<file path="config.mk">
export PLATFORM = sky130hd
export DESIGN_NAME = strict_base64_decoder
export DESIGN_NICKNAME = d
export VERILOG_FILES = /design/src/design/sb64_pkg.sv /design/src/design/sb64_fifo.sv /design/src/design/sb64_front.sv /design/src/design/sb64_back.sv /design/src/design/strict_base64_decoder.sv
export SDC_FILE = /design/constraint.sdc
export NUM_CORES = 1
export LEC_CHECK = 0
export BUFFER_PORTS_ARGS = -buffer_cell sky130_fd_sc_hd__buf_2
export CAP_MARGIN = 20
export CELL_PAD_IN_SITES_DETAIL_PLACEMENT = 0
export CELL_PAD_IN_SITES_GLOBAL_PLACEMENT = 1
export CORE_MARGIN = 10
export CORE_UTILIZATION = 42
export DETAILED_ROUTE_END_ITERATION = 10
export GPL_ROUTABILITY_DRIVEN = 0
export PLACE_DENSITY = 0.66
export SLEW_MARGIN = 0
export SYNTH_ARGS = -nofsm -noshare
export SYNTH_HDL_FRONTEND = slang
export SYNTH_HIERARCHICAL = 1
export SYNTH_SLANG_ARGS = --single-unit
</file>
<file path="constraint.sdc">
create_clock -name i_clk -period 6.25 [get_ports i_clk]
set_input_delay 0.3125 -clock i_clk [delete_from_list [all_inputs] [get_ports i_clk]]
set_output_delay 0.3125 -clock i_clk [all_outputs]
set_load 0.005 [all_outputs]
</file>
<file path="src/design/sb64_pkg.sv">
`default_nettype none
package sb64_pkg;

    // End-of-text status codes
    localparam logic [2:0] ST_OK         = 3'd0;
    localparam logic [2:0] ST_BAD_LENGTH = 3'd1;
    localparam logic [2:0] ST_BAD_CHAR   = 3'd2;
    localparam logic [2:0] ST_BAD_PAD    = 3'd3;
    localparam logic [2:0] ST_OVERFLOW   = 3'd4;
    localparam logic [2:0] ST_AFTER_NL   = 3'd5;

    localparam int QUEUE_DEPTH = 4;
    localparam int QPTR_W      = 2;
    localparam int QCNT_W      = 3;

    localparam logic [12:0] CAP_RESET = 13'd64;

    // One unit of work for the back end: a decoded quad or an end status
    typedef struct packed {
        logic        is_end;
        logic [23:0] triple;
        logic [1:0]  nbytes;
        logic [2:0]  status;
        logic [12:0] count;
    } t_job;

    typedef struct packed {
        logic empty;
        logic full;
    } t_q_status;

endpackage
`default_nettype wire

</file>
<file path="src/design/sb64_fifo.sv">
`default_nettype none
module sb64_fifo
    import sb64_pkg::*;
(
    input  wire logic      i_clk,
    input  wire logic      i_rst_n,
    input  wire logic      i_push,
    input  wire t_job      i_job,
    input  wire logic      i_pop,
    output t_job           o_job,
    output t_q_status      o_status
);

    t_job               r_mem [QUEUE_DEPTH];
    logic [QPTR_W-1:0]  r_wr_ptr;
    logic [QPTR_W-1:0]  r_rd_ptr;
    logic [QCNT_W-1:0]  r_count;

    always_ff @(posedge i_clk) begin
        if (i_push) begin
            r_mem[r_wr_ptr] <= i_job;
        end
    end

    always_ff @(posedge i_clk) begin
        if (!i_rst_n) begin
            r_wr_ptr <= '0;
            r_rd_ptr <= '0;
            r_count  <= '0;
        end else begin
            if (i_push) begin
                r_wr_ptr <= r_wr_ptr + 1'b1;
            end
            if (i_pop) begin
                r_rd_ptr <= r_rd_ptr + 1'b1;
            end
            case ({i_push, i_pop})
                2'b10:   r_count <= r_count + 1'b1;
                2'b01:   r_count <= r_count - 1'b1;
                default: r_count <= r_count;
            endcase
        end
    end

    assign o_job          = r_mem[r_rd_ptr];
    assign o_status.empty = (r_count == '0);
    assign o_status.full  = (r_count == QCNT_W'(QUEUE_DEPTH));

    a_no_push_full: assert property (@(posedge i_clk) disable iff (!i_rst_n)
        i_push |-> !o_status.full)
        else $error("push into full job queue");

    a_no_pop_empty: assert property (@(posedge i_clk) disable iff (!i_rst_n)
        i_pop |-> !o_status.empty)
        else $error("pop from empty job queue");

    a_ptr_match: assert property (@(posedge i_clk) disable iff (!i_rst_n)
        (o_status.full || o_status.empty) |-> (r_wr_ptr == r_rd_ptr))
        else $error("queue pointers disagree with fill count");

endmodule
`default_nettype wire

</file>
<file path="src/design/sb64_front.sv">
`default_nettype none
module sb64_front
    import sb64_pkg::*;
#(
    parameter int MAX_CAPACITY = 4096
)
(
    input  wire logic        i_clk,
    input  wire logic        i_rst_n,
    input  wire logic [7:0]  i_char_code,
    input  wire logic        i_is_end,
    input  wire logic        i_in_valid,
    output logic             o_in_ready,
    input  wire logic [12:0] i_out_capacity,
    input  wire logic        i_cfg_valid,
    input  wire t_q_status   i_q,
    output logic             o_push,
    output t_job             o_job
);

    localparam logic [16:0] MaxCap = 17'(MAX_CAPACITY);

    logic [12:0] r_cap;
    logic [17:0] r_acc,  n_acc;
    logic [1:0]  r_qpos, n_qpos;
    logic [1:0]  r_pad,  n_pad;
    logic [1:0]  r_len,  n_len;
    logic [1:0]  r_nlr,  n_nlr;
    logic        r_seen, n_seen;
    logic        r_tail, n_tail;
    logic [2:0]  r_err,  n_err;
    logic [12:0] r_bp,   n_bp;

    logic [12:0] cap;

    // {invalid, value}
    function automatic logic [6:0] sextet_of(input logic [7:0] c);
        logic [6:0] v;
        v = 7'd64;
        if (c >= "A" && c <= "Z") begin
            v = 7'(c - "A");
        end else if (c >= "a" && c <= "z") begin
            v = 7'(c - "a" + 8'd26);
        end else if (c >= "0" && c <= "9") begin
            v = 7'(c - "0" + 8'd52);
        end else if (c == "+") begin
            v = 7'd62;
        end else if (c == "/") begin
            v = 7'd63;
        end
        return v;
    endfunction

    assign cap        = ({4'b0, r_cap} > MaxCap) ? MaxCap[12:0] : r_cap;
    assign o_in_ready = !i_q.full;

    always_comb begin
        logic       nl;
        logic [5:0] sx;
        logic [6:0] v;
        logic [1:0] want;
        logic [12:0] room;
        logic [1:0] nout;

        n_acc  = r_acc;
        n_qpos = r_qpos;
        n_pad  = r_pad;
        n_len  = r_len;
        n_nlr  = r_nlr;
        n_seen = r_seen;
        n_tail = r_tail;
        n_err  = r_err;
        n_bp   = r_bp;
        o_push = 1'b0;
        o_job  = '0;
        nl     = (i_char_code == 8'h0D) || (i_char_code == 8'h0A);
        sx     = '0;
        v      = sextet_of(i_char_code);
        want   = '0;
        room   = '0;
        nout   = '0;

        if (i_in_valid && o_in_ready) begin
            if (i_is_end) begin
                o_push       = 1'b1;
                o_job.is_end = 1'b1;
                o_job.status = (!r_seen || r_len != 2'd0) ? ST_BAD_LENGTH : r_err;
                o_job.count  = r_bp;
                n_acc  = '0;
                n_qpos = '0;
                n_pad  = '0;
                n_len  = '0;
                n_nlr  = '0;
                n_seen = 1'b0;
                n_tail = 1'b0;
                n_err  = ST_OK;
                n_bp   = '0;
            end else if (nl) begin
                n_tail = 1'b1;
                n_nlr  = r_tail ? r_nlr + 2'd1 : 2'd1;
            end else begin
                if (r_tail) begin
                    if (r_pad != 2'd0 && n_err == ST_OK) n_err = ST_BAD_PAD;
                    if (n_err == ST_OK) n_err = ST_AFTER_NL;
                    n_len  = n_len + r_nlr;
                    n_tail = 1'b0;
                    n_nlr  = '0;
                end
                n_seen = 1'b1;
                n_len  = n_len + 2'd1;

                // leftover padding from a finished quad
                if (r_qpos == 2'd0 && r_pad != 2'd0) begin
                    if (n_err == ST_OK) n_err = ST_BAD_PAD;
                    n_pad = '0;
                end

                if (i_char_code == "=") begin
                    if (r_qpos < 2'd2) begin
                        if (n_err == ST_OK) n_err = ST_BAD_PAD;
                    end else begin
                        n_pad = n_pad + 2'd1;
                    end
                end else if (n_pad != 2'd0) begin
                    if (n_err == ST_OK) n_err = ST_BAD_PAD;
                end else if (v[6]) begin
                    if (n_err == ST_OK) n_err = ST_BAD_CHAR;
                end else begin
                    sx = v[5:0];
                end

                if (r_qpos != 2'd3) begin
                    n_acc  = {r_acc[11:0], sx};
                    n_qpos = r_qpos + 2'd1;
                end else begin
                    n_acc  = '0;
                    n_qpos = '0;
                    want   = (n_pad > 2'd2) ? 2'd1 : 2'd3 - n_pad;
                    if (n_err == ST_OK) begin
                        room = (r_bp >= cap) ? 13'd0 : cap - r_bp;
                        if (room < {11'd0, want}) begin
                            nout  = room[1:0];
                            n_err = ST_OVERFLOW;
                        end else begin
                            nout = want;
                        end
                        n_bp = r_bp + {11'd0, nout};
                    end
                    o_push       = (nout != 2'd0);
                    o_job.triple = {r_acc, sx};
                    o_job.nbytes = nout;
                end
            end
        end
    end

    always_ff @(posedge i_clk) begin
        if (!i_rst_n) begin
            r_cap  <= CAP_RESET;
            r_acc  <= '0;
            r_qpos <= '0;
            r_pad  <= '0;
            r_len  <= '0;
            r_nlr  <= '0;
            r_seen <= 1'b0;
            r_tail <= 1'b0;
            r_err  <= ST_OK;
            r_bp   <= '0;
        end else begin
            if (i_cfg_valid) begin
                r_cap <= i_out_capacity;
            end
            r_acc  <= n_acc;
            r_qpos <= n_qpos;
            r_pad  <= n_pad;
            r_len  <= n_len;
            r_nlr  <= n_nlr;
            r_seen <= n_seen;
            r_tail <= n_tail;
            r_err  <= n_err;
            r_bp   <= n_bp;
        end
    end

endmodule
`default_nettype wire

</file>
<file path="src/design/sb64_back.sv">
`default_nettype none
module sb64_back
    import sb64_pkg::*;
(
    input  wire logic      i_clk,
    input  wire logic      i_rst_n,
    input  wire t_job      i_job,
    input  wire t_q_status i_q,
    output logic           o_pop,
    output logic           o_out_valid,
    input  wire logic      i_out_ready,
    output logic           o_kind,
    output logic [7:0]     o_data_byte,
    output logic [2:0]     o_status,
    output logic [12:0]    o_byte_count,
    output logic           o_last
);

    logic        r_out_valid;
    logic        r_kind;
    logic [7:0]  r_data;
    logic [2:0]  r_status;
    logic [12:0] r_count;
    logic [1:0]  r_idx;

    logic        load;
    logic [7:0]  sel_byte;

    assign load  = !i_q.empty && (!r_out_valid || i_out_ready);
    assign o_pop = load && (i_job.is_end || r_idx == i_job.nbytes - 2'd1);

    always_comb begin
        case (r_idx)
            2'd0:    sel_byte = i_job.triple[23:16];
            2'd1:    sel_byte = i_job.triple[15:8];
            default: sel_byte = i_job.triple[7:0];
        endcase
    end

    always_ff @(posedge i_clk) begin
        if (!i_rst_n) begin
            r_out_valid <= 1'b0;
            r_idx       <= '0;
        end else begin
            if (load) begin
                r_out_valid <= 1'b1;
                r_idx       <= o_pop ? 2'd0 : r_idx + 2'd1;
            end else if (i_out_ready) begin
                r_out_valid <= 1'b0;
            end
        end
    end

    always_ff @(posedge i_clk) begin
        if (load) begin
            r_kind   <= i_job.is_end;
            r_data   <= i_job.is_end ? 8'd0 : sel_byte;
            r_status <= i_job.is_end ? i_job.status : ST_OK;
            r_count  <= i_job.is_end ? i_job.count : 13'd0;
        end
    end

    assign o_out_valid  = r_out_valid;
    assign o_kind       = r_kind;
    assign o_data_byte  = r_data;
    assign o_status     = r_status;
    assign o_byte_count = r_count;
    assign o_last       = r_kind;

endmodule
`default_nettype wire

</file>
<file path="src/design/strict_base64_decoder.sv">
// Channel  | Direction | Handshake                  | Payload
// ---------+-----------+----------------------------+---------------------------------
// in       | input     | i_in_valid / o_in_ready    | i_char_code, i_is_end
// out      | output    | o_out_valid / i_out_ready  | o_kind, o_data_byte, o_status,
//          |           |                            | o_byte_count, o_last
// cfg      | input     | i_cfg_valid / o_cfg_ready  | i_out_capacity
//
// One character is taken per cycle while the job queue is not full; a decoded
// byte or end status is loaded into the output register from the head of the queue.
// The back end sends one result per cycle, so a quad (4 transfers in, up to
// 3 out) never backs up the 4-entry job queue unless the sink stalls.
// Reset is synchronous, active low; out_capacity returns to 64.
// A stalled output holds its transfer; the front keeps going until the queue fills.
`default_nettype none
module strict_base64_decoder
    import sb64_pkg::*;
#(
    parameter int MAX_CAPACITY = 4096
)
(
    input  wire logic        i_clk,
    input  wire logic        i_rst_n,
    input  wire logic [7:0]  i_char_code,
    input  wire logic        i_is_end,
    input  wire logic        i_in_valid,
    output logic             o_in_ready,
    output logic             o_kind,
    output logic [7:0]       o_data_byte,
    output logic [2:0]       o_status,
    output logic [12:0]      o_byte_count,
    output logic             o_last,
    output logic             o_out_valid,
    input  wire logic        i_out_ready,
    input  wire logic [12:0] i_out_capacity,
    input  wire logic        i_cfg_valid,
    output logic             o_cfg_ready
);

    t_job      push_job;
    t_job      head_job;
    t_q_status q_stat;
    logic      push;
    logic      pop;

    // capacity register is always writable
    assign o_cfg_ready = 1'b1;

    // front: classify characters, fold sextets, decide bytes and overflow
    sb64_front #(
        .MAX_CAPACITY (MAX_CAPACITY)
    ) u_front (
        .i_clk          (i_clk),
        .i_rst_n        (i_rst_n),
        .i_char_code    (i_char_code),
        .i_is_end       (i_is_end),
        .i_in_valid     (i_in_valid),
        .o_in_ready     (o_in_ready),
        .i_out_capacity (i_out_capacity),
        .i_cfg_valid    (i_cfg_valid),
        .i_q            (q_stat),
        .o_push         (push),
        .o_job          (push_job)
    );

    // jobs in flight between front and back
    sb64_fifo u_fifo (
        .i_clk    (i_clk),
        .i_rst_n  (i_rst_n),
        .i_push   (push),
        .i_job    (push_job),
        .i_pop    (pop),
        .o_job    (head_job),
        .o_status (q_stat)
    );

    // back: serialize each job into byte transfers or one status transfer
    sb64_back u_back (
        .i_clk        (i_clk),
        .i_rst_n      (i_rst_n),
        .i_job        (head_job),
        .i_q          (q_stat),
        .o_pop        (pop),
        .o_out_valid  (o_out_valid),
        .i_out_ready  (i_out_ready),
        .o_kind       (o_kind),
        .o_data_byte  (o_data_byte),
        .o_status     (o_status),
        .o_byte_count (o_byte_count),
        .o_last       (o_last)
    );

endmodule
`default_nettype wire

</file>
==> results.md <==
- Outcome: finished clean
- Worst R2R Start: u_front/r_cap[12]
- Slew headroom: between 30 and 40%
- Via count: about 7,300
- Pleak: 0.004819 µW
- Hold Path End: u_front/r_cap[12]
- Hold Crit Class: in2reg
- Num ports: 56
- Vias in the first global route: 7,365
- Post-Route WL: about 26,000 µm
- Syn nets: around 970
- Worst-path clk slew: about 60 ps
- PD cells: between 300 and 400 mW/mm²
- Setup TNS: 0 ps
- Vias/cell: between 5 and 6
- Routed len/inst: about 19 µm
- Cells after DPL: 1,314
- Clk Latency, worst-skew pair: approximately 530 ps
- Gr ovfl total: 0
- Startpoint Class: register
- Hold depth: 3
- Synth Area per Inst: around 14 µm²
- Placed wire-length estimate: roughly 17,000 µm
- Die area: between 0.03 and 0.04 mm²
- Die width: 190.5 µm
- Worst R2R Setup Slack: 680 ps
- Top FF cell, synth: edfxtp_1
- Num CTS Buffers: 29
- Final period util: between 80% and 90%
- Final hold viol count: 0
- Final Setup Violations: 0
- Post CTS Setup Buffer Count: 0
- Sequential share of the synthesized area: 59.74%
- Critical path type: reg2reg
- Most common cell after layout, fill and taps aside: edfxtp_1
- HP Start: i_out_capacity[12]
- Worst path required time: approximately 6700 ps
- Post-Syn Instances: approximately 900
- ANT nets after route: 0
- Non-filler cells in the finished layout: approximately 1,400
- CTS tree: yes
- Buffers on Ports: 54
- Most frequent cells in the layout: edfxtp_1 (197), dfxtp_1 (67), nor2_1 (57), buf_2 (54), nand2_1 (46)
- Largest fanout on the critical path: 14
- Post-synth EDFFs: around 200
- Synth Register Bits: approximately 270
- Initial antenna violation count: 0
- Overall routing resource usage: 14.04%
- Number of diodes: 0
- Hold_buf cts: 1
- RSZ-0062 raised after global routing: false
- Fin nets: around 1,000
- CTS Root Cell: clkbuf_16
- Initial core utilization: between 40% and 50%
- Worst slew pin tran: about 910 ps
- Critical-path cell list: nor2b_1 -> ha_1 -> a21o_1 -> a21oi_1 -> a31o_2 -> a31oi_1 -> a211o_1 -> nand2_1 -> nor2_1 -> ha_1 -> o41ai_1 -> nand4bb_1 -> and3_1 -> fa_1 -> nor2_1 -> nand4_1 -> or4_1 -> a21oi_1
- Max Clock Skew: about 15 ps
- Period minus WS final: 5573 ps
- DRC viols: 0
- FMAX: 179.4 MHz
- CTS Sinks: 266
- Final Core Density: between 40% and 50%
- Max clock buf depth: 3
- Max-Cap Viols: 0
- Row Count: 62
- Setup crit end kind: register
- Iteration-0 DRC Markers: ~440
- Die height: 190.5 µm
- Async S/R FF share, synth: 0%
- Syn-to-layout area delta: 12.96%
- Htree depth: 1
- Core area: 0.02870 mm²
- Layout cell share with drive strength beyond 1: about 18%
- First-pass GRT wire length: ~41,000 µm
- Post-Syn Area: ~0.012 mm²
- Reg2reg end: u_front/r_bp[12]
- Placed cell area: about 0.013 mm²
- Largest net degree at the start of global routing: 38
- Crit-path slowest cell: o41ai_1
- Cts repair resizes: 0
- Slew Viols, Final: 0
- First-pass DRT Iterations: 5
- R2R cell count: 18
- Max IR drop VDD: roughly 0.00018 V
- Slowest stage delay, CP: 770 ps
- Synth unique cells: 77
- Design Area, Final: 0.01380 mm²
- WP data arrival: around 6000 ps
- Syn. warnings: 6
==> critical path, delay by kind of cell, from the launching register on <==
kind	cells	cell delay, ps
AO/OA/AOI/OAI	7	2130
AND/OR/NAND/NOR	8	1710
adder cells (fa/ha/maj)	3	1030
flip-flops	1	630
==> worst max-delay path by stage <==
stage / cells after the start / to / start
2_1_floorplan: 19 / u_front/r_bp[12] / u_front/r_cap[12]
3_3_place_gp: 18 / u_front/r_bp[12] / u_front/r_cap[12]
3_5_place_dp: 18 / u_front/r_bp[12] / u_front/r_cap[12]
4_1_cts: 18 / u_front/r_bp[12] / u_front/r_cap[12]
5_1_grt: 18 / u_front/r_bp[12] / u_front/r_cap[12]
6_report: 18 / u_front/r_bp[12] / u_front/r_cap[12]
==> per-layer routing <==
| metal | vias up | GRT usage [%] | wire [µm] |
|---|---|---|---|
| met5 | - | 0 | 0 |
| li1 | 3552 | - | - |
| met1 | 3623 | 19.84 | 12500 |
| met2 | 128 | 22.50 | 11790 |
| met3 | 28 | 2.176 | 1186 |
| met4 | 0 | 2.756 | 324 |
==> layout make-up <==
cell class | count | area (µm²)
fill | 2556 | 14910
sequential | 266 | 7300
multi-input combinational | 560 | 4532
clock buffer | 36 | 802.0
tap | 384 | 480.5
timing repair buffer | 67 | 395.4
inverter | 39 | 146.4
clock inverter | 17 | 141.4
==> cell usage after synthesis, drive strengths merged (3+ instances only) <==
master | number | share of area (%)
nand3 | 12 | 0.49
o21a | 5 | 0.31
and2 | 29 | 1.5
o22ai | 4 | 0.20
a211oi | 3 | 0.18
a31o | 4 | 0.29
nor3b | 3 | 0.18
a31oi | 8 | 0.41
or3 | 6 | 0.31
nand2b | 12 | 0.61
or2 | 8 | 0.41
dfxtp | 69 | 11
nand2 | 47 | 1.5
a32o | 4 | 0.33
fa | 3 | 0.49
nor4 | 4 | 0.26
o21ai | 35 | 1.4
mux2i | 17 | 1.4
and3 | 27 | 1.4
a211o | 3 | 0.22
o2111ai | 4 | 0.34
nor2b | 34 | 1.8
a21oi | 36 | 1.5
nand4 | 10 | 0.51
clkbuf | 22 | 0.69
a22oi | 9 | 0.55
o211ai | 6 | 0.48
a21o | 5 | 0.31
o31ai | 4 | 0.25
edfxtp | 197 | 48
a22o | 13 | 0.93
xor2 | 6 | 0.43
nor2 | 58 | 1.8
xnor2 | 19 | 1.4
buf | 17 | 1.3
ha | 35 | 3.6
nor3 | 11 | 0.54
mux4 | 43 | 8.0
a21boi | 6 | 0.37
inv | 38 | 1.2
==> through the flow <==
step / hold WS, ps / worst slack [ps] / total power [µW]
after global placement: 429.2 / 914.9 / 3064
final: 41.03 / 676.8 / 4669
after detailed placement: 434.0 / 752.4 / 3072
after floorplan: 415.6 / 1404 / 2796
after global routing: 60.14 / 176.0 / 4897
after CTS: 14.81 / 700.0 / 4727
==> power by group <==
part | total, µW | switching, µW | internal [µW]
registers | 2160 | 66.7 | 2100
clock network | 1650 | 664 | 989
logic | 854 | 495 | 358
total | 4670 | 1230 | 3440
==> flip-flops by register name (all words and copies together) (netlist names), named ones only <==
register and cells:
u_back/o_byte_count 13, u_back/o_data_byte 8, u_back/o_kind 1, u_back/o_out_valid 1, u_back/o_status 3, u_back/r_idx 2, u_fifo/r_count 3, u_fifo/r_mem 172
u_fifo/r_rd_ptr 2, u_fifo/r_wr_ptr 2, u_front/r_acc 18, u_front/r_bp 13, u_front/r_cap 13, u_front/r_err 3, u_front/r_len 2, u_front/r_nlr 2
u_front/r_pad 2, u_front/r_qpos 2, u_front/r_seen 1, u_front/r_tail 1
==> cell families after synthesis <==
family / synth area share (%)
adders and majority gates: 4.077
muxes: 9.414
buffers and inverters: 3.196
other: 0.03070
xor gates and xnor gates: 1.793
AOI/OAI and AO/OA: 9.209
DFF: 59.74
and+or+nand+nor: 12.54
Power figures use the tool's default switching activity.
